<file path="src/rtl/core/ratm_pkg.sv">
// Shared types, constants and functions of the three-row-memory ring automaton.
// No dependencies; every other file of the block refers to this package.
package ratm_pkg;

  localparam int GENERATIONS = 32;
  localparam int RING_CELLS  = 8;
  localparam int SEED_W      = 8;
  localparam int OUT_W       = 3;

  localparam int STAGES      = GENERATIONS - 3;

  localparam int RULE_WORDS  = 8;
  localparam int RULE_W      = 64;
  localparam int RULE_BITS   = RULE_WORDS * RULE_W;
  localparam int ADDR_W      = $clog2(RULE_BITS);
  localparam int RULE_IDX_W  = $clog2(RULE_WORDS);
  localparam int CFG_IDX_W   = RULE_IDX_W + 1;

  typedef logic [RING_CELLS-1:0] row_t;

  typedef struct packed {
    row_t g3;
    row_t g2;
    row_t g1;
  } rows_t;

  // Seed bits beyond the ring are dropped; ring cells beyond the seed start dead.
  function automatic row_t fit_seed(input logic [SEED_W-1:0] seed);
    row_t row;
    row = '0;
    for (int x = 0; x < RING_CELLS; x++) begin
      if (x < SEED_W) begin
        row[x] = seed[x];
      end
    end
    return row;
  endfunction

  function automatic row_t next_row(input rows_t rows, input logic [RULE_BITS-1:0] rule_table);
    row_t                fresh;
    logic [ADDR_W-1:0]   addr;
    int                  l;
    int                  r;
    fresh = '0;
    for (int x = 0; x < RING_CELLS; x++) begin
      l = (x == 0) ? RING_CELLS - 1 : x - 1;
      r = (x == RING_CELLS - 1) ? 0 : x + 1;
      addr = {rows.g3[r], rows.g3[x], rows.g3[l],
              rows.g2[r], rows.g2[x], rows.g2[l],
              rows.g1[r], rows.g1[x], rows.g1[l]};
      fresh[x] = rule_table[addr];
    end
    return fresh;
  endfunction

endpackage

</file>
<file path="src/rtl/core/ratm_gen_stage.sv">
// One pipeline stage: computes one generation of the ring and shifts the row history.
// Depends on ratm_pkg.
module ratm_gen_stage (
  input  logic                              clk,
  input  logic                              rst,
  input  logic [ratm_pkg::RULE_BITS-1:0]    rule_table,
  input  logic                              in_valid,
  output logic                              in_ready,
  input  ratm_pkg::rows_t                   in_rows,
  output logic                              out_valid,
  input  logic                              out_ready,
  output ratm_pkg::rows_t                   out_rows
);

  ratm_pkg::rows_t rows_next;

  assign in_ready = !out_valid || out_ready;

  always_comb begin
    rows_next.g3 = in_rows.g2;
    rows_next.g2 = in_rows.g1;
    rows_next.g1 = ratm_pkg::next_row(in_rows, rule_table);
  end

  always_ff @(posedge clk) begin
    if (rst) begin
      out_valid <= 1'b0;
    end else if (in_ready) begin
      out_valid <= in_valid;
    end
  end

  always_ff @(posedge clk) begin
    if (in_ready && in_valid) begin
      out_rows <= rows_next;
    end
  end

endmodule

</file>
<file path="config.mk">
export PLATFORM = sky130hd
export DESIGN_NAME = ratm_gen_stage
export DESIGN_NICKNAME = d
export VERILOG_FILES = /design/src/rtl/core/ratm_pkg.sv /design/src/rtl/core/ratm_gen_stage.sv
export SDC_FILE = /design/constraint.sdc
export NUM_CORES = 1
export LEC_CHECK = 0
export BUFFER_PORTS_ARGS = -buffer_cell sky130_fd_sc_hd__buf_2
export CORE_UTILIZATION = 30
export CTS_BUF_LIST = sky130_fd_sc_hd__clkbuf_4
export DETAILED_ROUTE_END_ITERATION = 8
export PLACE_DENSITY = 0.45
export SETUP_SLACK_MARGIN = 0.05
export SYNTH_ARGS = -nofsm -noshare
export SYNTH_HDL_FRONTEND = slang
export SYNTH_SLANG_ARGS = --single-unit
</file>
<file path="constraint.sdc">
create_clock -name clk -period 3.4 [get_ports clk]
set_clock_uncertainty 0.05 [all_clocks]
set_input_delay 0.68 -clock clk [delete_from_list [all_inputs] [get_ports clk]]
set_output_delay 0.68 -clock clk [all_outputs]
set_load 0.05 [all_outputs]
</file>
==> impl_metrics.env <==
export IMPL_status="completed"
export IMPL_pwr_density_cell_nw_per_um2=183
export IMPL_critPathRequiredTime_ps=3660
export IMPL_crit_type="in -> reg"
export IMPL_hold_violations=0
export IMPL_synth_main_ff_cell="edfxtp_1"
export IMPL_htree_levels=1
export IMPL_reg2reg_slack_ps=1960
export IMPL_reg2reg_to="out_rows[4]$_DFFE_PP_"
export IMPL_core_um2=118000
export IMPL_dp_cells=5429
export IMPL_wl_per_cell_um=41.1
export IMPL_synth_cell_types=81
export IMPL_cts_tree="done"
export IMPL_syn_nets=3562
export IMPL_routed_wl_mm=224
export IMPL_layout_common_cells="mux4_2, buf_4, buf_2"
export IMPL_grt_pass1_vias=37700
export IMPL_chipWidth_um=347
export IMPL_dp_hpwl_mm=179
export IMPL_rsz0062_at_grt="no"
export IMPL_max_stage_delay_ps=500
export IMPL_viasPerCell=7.26
export IMPL_grt_ovfl_total=0
export IMPL_clkTransAtPathRegs_ps=300
export IMPL_fmax_mhz=298
export IMPL_p_leak_nw=16.5
export IMPL_remaining_drc_errors=0
export IMPL_async_flop_share_pct=0
export IMPL_maxCapViolCount=0
export IMPL_period_needed_ps=3350
export IMPL_tightest_slew_ps=899
export IMPL_max_vdd_ir_drop_mv=0.139
export IMPL_fillers=11700
export IMPL_num_io_pins=566
export IMPL_start_util_pct=30.3
export IMPL_hold_end="out_valid$_SDFFE_PP0N_"
export IMPL_critical_path_peak_fanout=22
export IMPL_drtPass1Iterations=8
export IMPL_ys_seq_area_share_pct=2.07
export IMPL_portBuffers=565
export IMPL_clockBufferDepth=2
export IMPL_final_common_cell="mux4_2"
export IMPL_min_path_type="in -> reg"
export IMPL_cts_made_buffers=3
export IMPL_hold_depth=2
export IMPL_crit_chain="buf_8, buf_12, buf_4, mux4_2, mux2i_1, o22ai_1, o21ai_1, and3_1, o31ai_1, and4_1"
export IMPL_slowest_stage="mux4_2"
export IMPL_vias=39600
export IMPL_final_setup_viol_count=0
export IMPL_netlist_area_um2=35800
export IMPL_fin_nets=4438
export IMPL_place_congestion=1.04
export IMPL_grt_start_max_net_pins=38
export IMPL_cp_start_kind="primary input"
export IMPL_power_w=0.00809
export IMPL_synth_cells=3022
export IMPL_slew_headroom_pct=39.5
export IMPL_antenna_found_initial=44
export IMPL_grt_pass1_wl_mm=311
export IMPL_fin_cells=5456
export IMPL_globalRouteTotalUtil_pct=36.2
export IMPL_cts_sink_count=25
export IMPL_rr_worst_depth=3
export IMPL_arrival_ps=3610
export IMPL_hp_start="rst"
export IMPL_syn_avg_cell_area_um2=11.8
export IMPL_slew_viol_final=0
export IMPL_rr_startpoint="out_valid$_SDFFE_PP0N_"
export IMPL_drive_above_1_share_pct=58.2
export IMPL_drt_iter0_drc=6113
export IMPL_end_kind="flop"
export IMPL_cts_setup_buffers=0
export IMPL_synth_edff_count=24
export IMPL_yosys_warnings=0
export IMPL_num_rows=126
export IMPL_die_y_um=347
export IMPL_synthToLayoutAreaGrowth_pct=23.7
export IMPL_ctsRootBufferMaster="clkbuf_4"
export IMPL_antenna_left=0
export IMPL_ys_ff_latch=25
export IMPL_whs_ps=293
export IMPL_die_area_um2=121000
export IMPL_fin_crit_sh_pct=98.6
export IMPL_worstSkewPairLatency_ps=440
critical path, delay by kind of cell:
| kind | cells | cell delay [ps] |
|---|---|---|
| buf+inv | 3 | 700 |
| compound gates | 3 | 710 |
| mux | 2 | 980 |
| simple gates | 2 | 470 |
flip-flops by register name (all words and copies together), names as in the netlist:
signal	cells
out_rows	24
out_valid	1
per-stage QoR:
stage / TNS [ps] / worst slack (ps) / cell area [um^2] / utilization [%]
2_1_floorplan: 0 / 428 / 35800 / -
3_3_place_gp: -2010 / -583 / 44100 / 37.4
3_5_place_dp: -1920 / -571 / 44100 / 37.4
4_1_cts: 0 / 168 / 44200 / 37.4
5_1_grt: 0 / 72.8 / 44200 / 37.4
6_report: 0 / 48.6 / 44200 / 37.4
power by group:
group          switching, W  internal (W)
clock network      0.000193     0.0000451
logic               0.00404       0.00340
registers         0.0000319      0.000369
total               0.00427       0.00382
routing by layer:
layer | GRT usage, % | share of wire (%) | vias to the layer above
li1 | - | - | 15100
met1 | 47.0 | 37 | 20600
met2 | 55.4 | 45 | 3197
met3 | 9.55 | 12 | 614
met4 | 18.1 | 6.2 | 38
met5 | 0 | 0.098 | -
cells in the mapped netlist (6+ instances only):
master | n | share of area [%]
mux4_2 | 947 | 60
nand2_1 | 275 | 2.9
mux2i_1 | 267 | 7.5
nand3_1 | 143 | 2.0
buf_4 | 129 | 2.7
a21oi_1 | 120 | 1.7
nand2b_1 | 100 | 1.7
nor2_1 | 91 | 0.96
a22oi_1 | 85 | 1.8
buf_6 | 82 | 2.6
clkbuf_1 | 79 | 0.83
buf_2 | 69 | 0.97
a31oi_1 | 47 | 0.82
o22ai_1 | 46 | 0.80
a32oi_1 | 42 | 1.0
nor2b_1 | 39 | 0.68
nor3_1 | 30 | 0.42
o21ai_0 | 29 | 0.41
a211oi_1 | 26 | 0.55
edfxtp_1 | 24 | 2.0
mux2_2 | 24 | 0.76
nand4_1 | 22 | 0.38
o2111ai_1 | 22 | 0.54
o211ai_1 | 22 | 0.46
a311oi_1 | 18 | 0.44
and3_1 | 18 | 0.31
buf_1 | 15 | 0.16
and2_1 | 14 | 0.24
nor4_1 | 14 | 0.24
buf_8 | 12 | 0.50
inv_1 | 11 | 0.12
a2111oi_0 | 10 | 0.24
o31ai_1 | 10 | 0.21
a22o_1 | 9 | 0.22
or2_2 | 9 | 0.16
a221oi_1 | 8 | 0.20
or3_1 | 8 | 0.14
a41oi_1 | 7 | 0.17
nand3b_1 | 6 | 0.13
worst max-delay path by stage:
stage,startpoint,depth (start not counted),to
floorplan,in_rows[2],9,out_rows[3]$_DFFE_PP_
global placement,in_rows[6],10,out_rows[7]$_DFFE_PP_
detailed placement,in_rows[6],10,out_rows[7]$_DFFE_PP_
CTS,in_rows[6],10,out_rows[7]$_DFFE_PP_
global route,in_rows[2],12,out_rows[1]$_DFFE_PP_
finish,in_rows[6],10,out_rows[7]$_DFFE_PP_
kinds of logic (layout without fill, tap and decap cells):
logic type	count (synthesis)	count (layout)	synth area share, %
other	0	23	0
AOI/OAI and AO/OA	561	561	11.1
muxes	1238	1238	67.9
buffers and inverters	408	1283	8.12
DFF	25	25	2.07
and+or+nand+nor	790	790	10.8
final cells by class:
type                       count  area, um^2  share of cell area (%)
multi-input combinational   2589       32100                    72.6
timing repair buffer        1260        9270                    21.0
tap                         1536        1920                    4.35
sequential                    25         741                    1.68
inverter                      19        71.3                   0.161
antenna                       23        57.6                   0.130
clock buffer                   3        22.5                  0.0509
clock inverter                 1        7.51                  0.0170
timing repair:
action	CTS	global route
gates resized for setup	1	0
setup endpoints to repair	1	0
hold buffers	0	0
(Power assumes the default switching activity.)
