===== src/rtl/core/ratm_pkg.sv =====
// Shared types, constants and functions of the three-row-memory ring automaton.
// No dependencies; every other file of the block refers to this package.
package ratm_pkg;

  localparam int GENERATIONS = 32;
  localparam int RING_CELLS  = 8;
  localparam int SEED_W      = 8;
  localparam int OUT_W       = 3;

  localparam int STAGES      = GENERATIONS - 3;

  localparam int RULE_WORDS  = 8;
  localparam int RULE_W      = 64;
  localparam int RULE_BITS   = RULE_WORDS * RULE_W;
  localparam int ADDR_W      = $clog2(RULE_BITS);
  localparam int RULE_IDX_W  = $clog2(RULE_WORDS);
  localparam int CFG_IDX_W   = RULE_IDX_W + 1;

  typedef logic [RING_CELLS-1:0] row_t;

  typedef struct packed {
    row_t g3;
    row_t g2;
    row_t g1;
  } rows_t;

  // Seed bits beyond the ring are dropped; ring cells beyond the seed start dead.
  function automatic row_t fit_seed(input logic [SEED_W-1:0] seed);
    row_t row;
    row = '0;
    for (int x = 0; x < RING_CELLS; x++) begin
      if (x < SEED_W) begin
        row[x] = seed[x];
      end
    end
    return row;
  endfunction

  function automatic row_t next_row(input rows_t rows, input logic [RULE_BITS-1:0] rule_table);
    row_t                fresh;
    logic [ADDR_W-1:0]   addr;
    int                  l;
    int                  r;
    fresh = '0;
    for (int x = 0; x < RING_CELLS; x++) begin
      l = (x == 0) ? RING_CELLS - 1 : x - 1;
      r = (x == RING_CELLS - 1) ? 0 : x + 1;
      addr = {rows.g3[r], rows.g3[x], rows.g3[l],
              rows.g2[r], rows.g2[x], rows.g2[l],
              rows.g1[r], rows.g1[x], rows.g1[l]};
      fresh[x] = rule_table[addr];
    end
    return fresh;
  endfunction

endpackage


===== src/rtl/core/ratm_ifs.sv =====


interface ratm_cfg_if;
  logic                            valid;
  logic                            ready;
  logic [ratm_pkg::CFG_IDX_W-1:0]  index;
  logic [ratm_pkg::RULE_W-1:0]     data;

  modport source (output valid, output index, output data, input ready);
  modport sink   (input valid, input index, input data, output ready);
endinterface


===== src/rtl/core/ratm_rule_regs.sv =====
// Rule table registers: eight 64-bit words written over the configuration channel.
// Depends on ratm_pkg and ratm_cfg_if.
module ratm_rule_regs (
  input  logic                              clk,
  input  logic                              rst,
  ratm_cfg_if.sink                          cfg,
  output logic [ratm_pkg::RULE_BITS-1:0]    rule_table
);

  logic [ratm_pkg::RULE_W-1:0] rule_word [ratm_pkg::RULE_WORDS];

  assign cfg.ready = 1'b1;

  always_ff @(posedge clk) begin
    if (rst) begin
      for (int k = 0; k < ratm_pkg::RULE_WORDS; k++) begin
        rule_word[k] <= '0;
      end
    end else if (cfg.valid &&
                 cfg.index < ratm_pkg::CFG_IDX_W'(ratm_pkg::RULE_WORDS)) begin
      rule_word[cfg.index[ratm_pkg::RULE_IDX_W-1:0]] <= cfg.data;
    end
  end

  for (genvar k = 0; k < ratm_pkg::RULE_WORDS; k++) begin : g_flat
    assign rule_table[k*ratm_pkg::RULE_W +: ratm_pkg::RULE_W] = rule_word[k];
  end

endmodule


===== src/flat_wrapper.sv =====
// flat-port wrapper written by rule: the top's interface ports become plain ports
module ratm_rule_regs_flat 
  (clk, rst, rule_table, cfg_valid, cfg_index, cfg_data, cfg_ready);
  ratm_cfg_if cfg_i ();
  input  logic clk;
  input  logic rst;
  output logic [ratm_pkg::RULE_BITS-1:0] rule_table;
  input wire logic [$bits(cfg_i.valid)-1:0] cfg_valid;
  input wire logic [$bits(cfg_i.index)-1:0] cfg_index;
  input wire logic [$bits(cfg_i.data)-1:0] cfg_data;
  output wire logic [$bits(cfg_i.ready)-1:0] cfg_ready;
  assign cfg_i.valid = cfg_valid;
  assign cfg_i.index = cfg_index;
  assign cfg_i.data = cfg_data;
  assign cfg_ready = cfg_i.ready;
  ratm_rule_regs u_core (.clk(clk), .rst(rst), .cfg(cfg_i), .rule_table(rule_table));
endmodule

===== config.mk =====
export PLATFORM = sky130hd
export DESIGN_NAME = ratm_rule_regs_flat
export DESIGN_NICKNAME = d
export VERILOG_FILES = /design/src/rtl/core/ratm_pkg.sv /design/src/rtl/core/ratm_ifs.sv /design/src/rtl/core/ratm_rule_regs.sv /design/src/flat_wrapper.sv
export SDC_FILE = /design/constraint.sdc
export NUM_CORES = 1
export LEC_CHECK = 0
export BUFFER_PORTS_ARGS = -buffer_cell sky130_fd_sc_hd__buf_2
export CELL_PAD_IN_SITES_DETAIL_PLACEMENT = 0
export CELL_PAD_IN_SITES_GLOBAL_PLACEMENT = 1
export CORE_MARGIN = 4
export CORE_UTILIZATION = 38
export CTS_BUF_LIST = sky130_fd_sc_hd__clkbuf_4 sky130_fd_sc_hd__clkbuf_8 sky130_fd_sc_hd__clkbuf_16
export CTS_CLUSTER_SIZE = 16
export DETAILED_ROUTE_END_ITERATION = 7
export GPL_TIMING_DRIVEN = 0
export PLACE_DENSITY_LB_ADDON = 0.1
export SYNTH_ARGS = -nofsm -noshare
export SYNTH_HDL_FRONTEND = slang
export SYNTH_SLANG_ARGS = --single-unit

===== constraint.sdc =====
create_clock -name clk -period 4.9 [get_ports clk]
set_input_delay 0.735 -clock clk [delete_from_list [all_inputs] [get_ports clk]]
set_output_delay 0.735 -clock clk [all_outputs]
set_load 0.005 [all_outputs]

==> results.sh, run 1 <==
export IMPL_cts_buffers_inserted=54
export IMPL_syn_inst=1222
export IMPL_syn_nets=1293
export IMPL_die_h_um=234.3
export IMPL_seq_area_um2=15370
export IMPL_setup_violations=0
export IMPL_largest_reg_flops=512
export IMPL_cts_num_sinks=512
export IMPL_leakagePower_nw=8.866
export IMPL_avgSynthCellArea_um2=15.93
export IMPL_cp_slowest_cell="o21bai_4"
export IMPL_rsz0062_at_grt="no"
export IMPL_cts_tree="built"
export IMPL_port_buffer_count=582
export IMPL_critPathCaptureType="flip-flop"
export IMPL_nets=1948
export IMPL_via_per_inst=5.153
export IMPL_ir_drop_mv=0.3354
export IMPL_cpPeakStageDelay_ns=0.74
export IMPL_grt_use_total_pct=24.60
export IMPL_finalPower_mw=9.957
export IMPL_path_clk_slew_ns=0.06
export IMPL_path_class="in2reg"
export IMPL_cts_hold_buf=0
export IMPL_drc=0
export IMPL_seqPwrFrac_pct=51.6
export IMPL_finalSetupTns_ns=0
export IMPL_grt_pass1_vias=13010
export IMPL_hold_ws_ns=0.6336
export IMPL_ios=584
export IMPL_switching_share_pct=23.62
export IMPL_core_area_um2=50380
export IMPL_dp_hpwl_mm=52.01
export IMPL_die_w_um=234.3
export IMPL_grt_ovfl_total=0
export IMPL_finalWirelength_mm=70.17
export IMPL_cp_num_buf_inv=5
export IMPL_p_per_area_nw_per_um2=392.4
export IMPL_combPwrFrac_pct=8.5
export IMPL_drt_iter0_drc=949
export IMPL_fin_util_pct=50.37
export IMPL_crit_top_cell="buf_2"
export IMPL_status="finished clean"
export IMPL_place_gp_congestion=0.8359
export IMPL_drive_gt1_share_pct=45.28
export IMPL_multiInputGateArea_um2=3334
export IMPL_dieArea_um2=54910
export IMPL_slew_viol_final=0
export IMPL_cts_root_buffer="clkbuf_16"
export IMPL_initial_core_util_pct=38.64
export IMPL_placementRows=82
export IMPL_worstPathRequired_ns=5.19
export IMPL_ant_nets=0
export IMPL_relSlewSlack_pct=25.52
export IMPL_power_switching_mw=2.352
export IMPL_antenna_found_initial=1
export IMPL_ctsResizeCount=0
export IMPL_syn_to_final_growth_pct=30.34
export IMPL_max_freq_ghz=0.3347
export IMPL_fin_crit_sh_pct=60.98
export IMPL_drt_first_pass_iters=5
export IMPL_placed_area_um2=23680
export IMPL_crit_family="buffers and inverters"
export IMPL_path_cells="buf_2, or3b_1, buf_2, buf_2, clkbuf_1, o21bai_4, buf_12"
export IMPL_clkPwrFrac_pct=39.9
export IMPL_fill_cells=4462
export IMPL_hold_violations=0
export IMPL_final_common_cell="buf_2"
export IMPL_avgRoutedWirePerCell_um=27.10
export IMPL_grt_first_pass_wirelength_mm=96.48
export IMPL_final_cell_mix="buf_2, edfxtp_1, nor3_1"
export IMPL_htreeDepth=2
export IMPL_syn_area_um2=19470
export IMPL_regMostFlops="u_core.rule_word"
export IMPL_ys_seq_area_share_pct=78.98
export IMPL_post_cts_buffers=0
export IMPL_hp_class="in2reg"
export IMPL_grt_max_degree=33
export IMPL_yosys_warnings=0
export IMPL_biggestRegsByFlops="u_core.rule_word: 512 flops"
export IMPL_ys_ff_latch=512
export IMPL_dr_total_vias=13340
export IMPL_diodes=0
export IMPL_cts_path_max_buffers=3
export IMPL_intPower_mw=7.605
export IMPL_stdcell_area_um2=25370
export IMPL_arrival_ns=3.27
export IMPL_cap_violations=0
export IMPL_start_kind="primary input"
export IMPL_worst_pin_slew_ns=1.117
export IMPL_fin_crit_ns=2.988
export IMPL_post_synth_num_cell_types=14
export IMPL_worst_path_max_fanout=28
final cells by class:
type / count / area share (%)
clock buffers: 69 / 5.977
plain buffers: 119 / 2.392
inverters: 64 / 0.9468
repair buffers: 599 / 12.94
well taps: 672 / 3.314
flip-flops and latches: 512 / 60.60
multi-input cells: 527 / 13.14
clock inverters: 27 / 0.6904
final timing paths:
kind,startpoint,end,slack [ns],depth (start not counted)
hold / removal,cfg_data[54],u_core.rule_word[3][54],0.63,3
setup / recovery,cfg_index[3],u_core.rule_word[5][35],1.91,7
tightest hold or removal path, stage by stage:
cell and delay (ns):
buf_2 0.10, clkinv_1 0.17, nor3_2 0.07
power by group through the flow:
stage	clock (mW)	sequential, mW	combinational (mW)
2_1_floorplan	0	5.27	0.250
3_3_place_gp	0	5.26	0.813
3_5_place_dp	0	5.23	0.863
4_1_cts	4.03	5.14	0.865
5_1_grt	4.20	5.16	0.907
6_report	3.97	5.14	0.847
per-stage QoR:
| step | cells | setup WS (ns) |
|---|---|---|
| global placement | 2476 | -3.499 |
| finish | 2589 | 1.912 |
| CTS | 2589 | 1.851 |
| detailed placement | 2493 | 1.217 |
| global route | 2589 | 1.746 |
| floorplan | 1222 | -0.1901 |
kinds of logic (layout without fill, tap and decap cells):
family,count (synthesis),count (layout),synth area share (%)
buf+inv,183,878,4.351
flops,512,512,78.98
other cells,1,1,0.01926
compound gates,8,8,0.3085
simple gates,518,518,16.34
Yosys cell counts:
cell type / number / share of area, %
or3_1: 1 / 0.032
buf_1: 6 / 0.12
edfxtp_1: 512 / 79
buf_4: 2 / 0.077
nor3_1: 398 / 10
buf_6: 12 / 0.69
buf_2: 50 / 1.3
nand3b_1: 2 / 0.077
nor3_2: 114 / 5.9
clkbuf_1: 49 / 0.94
clkinv_1: 64 / 1.2
o21bai_1: 8 / 0.31
or3b_1: 3 / 0.14
conb_1: 1 / 0.019
per-layer routing:
layer	vias up	global-route usage, %	routed length [um]
li1	5931	-	-
met4	2	7.235	1965
met3	94	7.471	6265
met5	-	0	12
met1	6764	31.69	27670
met2	550	40.50	34260
(Power assumes the default switching activity.)
==> inputs of run 2 (changes only) <==
- clock period: 4.9 -> 2.6 ns (I/O delays scaled with it)
==> run 2 against run 1 <==
Core utilization up 0.19 points. Worst setup slack worse by 1.9 ns. Count of clock-buffer cells in the layout unchanged. Combinational power up 89%.
==> results.sh, run 2 (synthesis gave the netlist of run 1 again) <==
export IMPL_status="finished clean"
export IMPL_port_buffer_count=582
export IMPL_htreeDepth=2
export IMPL_final_cell_mix="buf_2, edfxtp_1, nor3_1"
export IMPL_path_class="in2reg"
export IMPL_worst_path_max_fanout=10
export IMPL_regMostFlops="u_core.rule_word"
export IMPL_nets=1952
export IMPL_syn_to_final_growth_pct=30.82
export IMPL_dr_total_vias=13290
export IMPL_fill_cells=4481
export IMPL_fin_crit_ns=2.576
export IMPL_ant_nets=0
export IMPL_hold_violations=0
export IMPL_place_gp_congestion=0.8405
export IMPL_cts_tree="built"
export IMPL_ios=584
export IMPL_slew_viol_final=0
export IMPL_fin_crit_sh_pct=99.07
export IMPL_finalPower_mw=18.76
export IMPL_placementRows=82
export IMPL_drc=0
export IMPL_grt_first_pass_wirelength_mm=96.25
export IMPL_core_area_um2=50380
export IMPL_cap_violations=0
export IMPL_clkPwrFrac_pct=39.8
export IMPL_final_common_cell="buf_2"
export IMPL_setup_violations=0
export IMPL_worst_pin_slew_ns=1.213
export IMPL_arrival_ns=2.85
export IMPL_finalSetupTns_ns=0
export IMPL_cts_root_buffer="clkbuf_16"
export IMPL_drt_first_pass_iters=5
export IMPL_switching_share_pct=23.50
export IMPL_via_per_inst=5.119
export IMPL_finalWirelength_mm=69.59
export IMPL_worstPathRequired_ns=2.87
export IMPL_critPathCaptureType="flip-flop"
export IMPL_dieArea_um2=54910
export IMPL_combPwrFrac_pct=8.5
export IMPL_hold_ws_ns=0.2999
export IMPL_hp_class="in2reg"
export IMPL_avgRoutedWirePerCell_um=26.80
export IMPL_relSlewSlack_pct=19.16
export IMPL_cts_num_sinks=512
export IMPL_cts_path_max_buffers=3
export IMPL_leakagePower_nw=8.904
export IMPL_antenna_found_initial=5
export IMPL_grt_ovfl_total=0
export IMPL_start_kind="primary input"
export IMPL_p_per_area_nw_per_um2=736.7
export IMPL_largest_reg_flops=512
export IMPL_intPower_mw=14.35
export IMPL_rsz0062_at_grt="no"
export IMPL_max_freq_ghz=0.3882
export IMPL_ir_drop_mv=0.4534
export IMPL_drt_iter0_drc=874
export IMPL_grt_pass1_vias=13120
export IMPL_dp_hpwl_mm=51.59
export IMPL_initial_core_util_pct=38.64
export IMPL_path_clk_slew_ns=0.06
export IMPL_die_w_um=234.3
export IMPL_seqPwrFrac_pct=51.7
export IMPL_biggestRegsByFlops="u_core.rule_word: 512 flops"
export IMPL_power_switching_mw=4.409
export IMPL_grt_max_degree=31
export IMPL_drive_gt1_share_pct=45.68
export IMPL_grt_use_total_pct=24.52
export IMPL_die_h_um=234.3
export IMPL_cts_buffers_inserted=54
[run 2: cell types whose count changed in the layout (fill, tap and decap cells not counted), moves of 4 or more]
cell,change
clkinvlp_4,+4
buf_12,+4
buf_4,+5
buf_2,-4
clkbuf_1,-5
buf_16,-4
[run 2: final cells by class]
class,count,area (um2),area share [%]
Antenna cell,3,7.507,0.02948
Buffer,119,676.9,2.658
Clock buffer,69,1516,5.955
Clock inverter,28,191.4,0.7517
Inverter,64,240.2,0.9433
Multi-Input combinational cell,527,3334,13.09
Sequential cell,512,15370,60.37
Tap cell,672,840.8,3.302
Timing Repair Buffer,603,3283,12.89
[run 2: worst max-delay path, stage by stage]
cell             delay, ns
buf_2                 0.10
nand3b_1              0.16
buf_2                 0.36
clkdlybuf4s15_1       0.97
clkbuf_1              0.64
nor3_1                0.20
[run 2: final timing paths]
path                    startpoint                      end  slack (ns)  cells past startpoint
worst max-delay path  cfg_index[1]  u_core.rule_word[6][37]        0.02                      6
worst min-delay path  cfg_data[54]  u_core.rule_word[3][54]        0.30                      3
[run 2: per-stage QoR]
stage / setup WS [ns] / cell area (um2) / util, % / cells
after global placement: -2.675 / 23360 / 46.37 / 2476
after CTS: 0.007204 / 25450 / 50.52 / 2594
after global routing: 0.03480 / 25460 / 50.54 / 2595
after floorplan: -0.6994 / 19610 / - / 1222
after detailed placement: -0.6854 / 23690 / 47.03 / 2492
final: 0.02419 / 25470 / 50.55 / 2597
[run 2: metal layers]
metal / up-vias / track usage, % / share of wire [%]
li1: 5957 / - / -
met1: 6703 / 31.05 / 39
met2: 529 / 41.57 / 50
met4: 4 / 6.626 / 2.5
met3: 101 / 7.070 / 8.8
met5: - / 0 / 0.039
[run 2: timing repair]
item	CTS	global route
resized for setup	0	2
setup buffers	5	0
setup endpoints to repair	49	1
hold buffers	0	0
pin swaps	1	0
[run 2: power groups by stage]
stage                     sequential [mW]  combinational [mW]  clock, mW
after CTS                            9.70                1.63       7.59
after global placement               9.89                1.55          0
after global routing                 9.72                1.71       7.96
after floorplan                      9.92               0.490          0
after detailed placement             9.86                1.62          0
final                                9.69                1.60       7.47
==> inputs of run 3 (changes only) <==
- BUFFER_PORTS_ARGS: -buffer_cell sky130_fd_sc_hd__buf_2 -> -buffer_cell sky130_fd_sc_hd__buf_4
- CORE_MARGIN: 4 -> 1
==> run 3 against run 2 <==
Worst hold slack gained 0.0033 ns. Wire length fell by 1.6%. Die area shrank 5.1%. Power rose by 1.5%. First-iteration DRC count decreased by 14%. Fmax rose by 1.7%. Sequential power barely moved. Flip-flop and latch count unchanged. Critical path type unchanged. Largest power group unchanged.
==> results.sh, run 3 (synthesis gave the netlist of run 1 again) <==
export IMPL_grt_ovfl_total=0
export IMPL_placed_area_um2=25160
export IMPL_status="finished clean"
export IMPL_hold_violations=0
export IMPL_placed_cells=2492
export IMPL_path_class="in2reg"
export IMPL_multiInputGateArea_um2=3334
export IMPL_avgRoutedWirePerCell_um=26.52
export IMPL_dr_total_vias=13430
export IMPL_post_cts_buffers=0
export IMPL_ios=584
export IMPL_antenna_found_initial=0
export IMPL_syn_to_final_growth_pct=37.76
export IMPL_critPathCaptureType="flip-flop"
export IMPL_drive_gt1_share_pct=45.45
export IMPL_seqPwrFrac_pct=51.0
export IMPL_path_clk_slew_ns=0.06
export IMPL_ir_drop_mv=0.5179
export IMPL_min_from="cfg_data[17]"
export IMPL_fill_cells=4336
export IMPL_biggestRegsByFlops="u_core.rule_word: 512 flops"
export IMPL_busiest_layer="met2"
export IMPL_finalWirelength_mm=68.50
export IMPL_worst_pin_slew_ns=1.186
export IMPL_fin_ws_ns=0.06656
export IMPL_dieArea_um2=52140
export IMPL_seq_area_um2=15370
export IMPL_grt_use_met2_pct=43.17
export IMPL_place_gp_congestion=0.8053
export IMPL_via_per_inst=5.200
export IMPL_placementRows=82
export IMPL_grt_max_degree=32
export IMPL_start_kind="primary input"
export IMPL_stdcell_area_um2=26820
export IMPL_grt_pass1_vias=13320
export IMPL_worst_path_max_fanout=28
export IMPL_final_cells=2583
export IMPL_initial_core_util_pct=38.64
export IMPL_hp_class="in2reg"
export IMPL_htreeDepth=2
export IMPL_die_w_um=228.3
export IMPL_port_buffer_count=582
export IMPL_final_cell_mix="buf_4, edfxtp_1, nor3_1"
export IMPL_rsz0062_at_grt="no"
export IMPL_cap_violations=0
export IMPL_nets=1946
export IMPL_max_freq_ghz=0.3947
export IMPL_relSlewSlack_pct=20.93
export IMPL_cts_buffers_inserted=53
export IMPL_drt_iter0_drc=753
export IMPL_dpl_worst_slack_ns=-0.6293
export IMPL_drc=0
export IMPL_cts_root_buffer="clkbuf_16"
export IMPL_ctsResizeCount=0
export IMPL_combPwrFrac_pct=9.8
export IMPL_met3_usage_pct=7.610
export IMPL_regMostFlops="u_core.rule_word"
export IMPL_dp_hpwl_mm=50.71
export IMPL_cts_tree="built"
export IMPL_leakagePower_nw=9.358
export IMPL_cts_hold_buf=0
export IMPL_power_switching_mw=4.402
export IMPL_cts_path_max_buffers=3
export IMPL_drt_first_pass_iters=5
export IMPL_final_common_cell="buf_4"
export IMPL_fin_crit_sh_pct=97.44
export IMPL_finalSetupTns_ns=0
export IMPL_worstSetupStartpoint="rst"
export IMPL_arrival_ns=2.81
export IMPL_grt_first_pass_wirelength_mm=97.08
export IMPL_fin_crit_ns=2.533
export IMPL_grt_use_total_pct=25.95
export IMPL_clkPwrFrac_pct=39.2
export IMPL_switching_share_pct=23.13
export IMPL_die_h_um=228.3
export IMPL_ant_nets=0
export IMPL_core_area_um2=50380
export IMPL_grt_use_met1_pct=33.36
export IMPL_worstPathRequired_ns=2.87
export IMPL_largest_reg_flops=512
export IMPL_cts_num_sinks=512
export IMPL_p_per_area_nw_per_um2=709.7
export IMPL_slew_viol_final=0
export IMPL_setup_violations=0
export IMPL_intPower_mw=14.63
==> run 3: critical path, stage by stage <==
cell	delay (ns)
buf_4	0.12
buf_6	0.13
nand3b_1	0.28
clkbuf_1	0.56
buf_2	0.42
o21bai_4	0.55
buf_12	0.29
==> run 3: layer usage <==
metal	part of all wire, %	vias up
met5	0	-
met4	2.2	0
met3	8.2	85
met2	49	525
met1	40	6885
li1	-	5937
==> run 3: through the flow <==
step / power, mW / util (%) / hold slack [ns]
2_1_floorplan: 10.41 / - / 0.7041
3_3_place_gp: 11.71 / 49.26 / 0.7867
3_5_place_dp: 11.77 / 49.94 / 0.7855
6_report: 19.03 / 53.23 / 0.3032
4_1_cts: 19.16 / 53.23 / 0.2844
5_1_grt: 19.56 / 53.23 / 0.3019
==> run 3: path summary, 6_finish.rpt <==
check | to | slack (ns) | cells past startpoint
setup / recovery | u_core.rule_word[5][30] | 0.07 | 7
hold / removal | u_core.rule_word[1][17] | 0.30 | 3
==> run 3: layout make-up <==
cell class | count | share of cell area, %
timing repair buffer | 598 | 17.52
clock inverter | 26 | 0.9238
inverter | 64 | 0.8958
buffer | 119 | 2.501
sequential | 512 | 57.33
multi-input combinational | 527 | 12.43
tap | 672 | 3.135
antenna | 1 | 0.009331
clock buffer | 64 | 5.254
==> run 3: power groups by stage <==
| stage | clock network [mW] | registers (mW) | logic (mW) |
|---|---|---|---|
| floorplan | 0 | 9.92 | 0.490 |
| global route | 7.84 | 9.75 | 1.96 |
| global placement | 0 | 9.90 | 1.81 |
| detailed placement | 0 | 9.88 | 1.89 |
| finish | 7.46 | 9.71 | 1.86 |
| CTS | 7.56 | 9.72 | 1.89 |
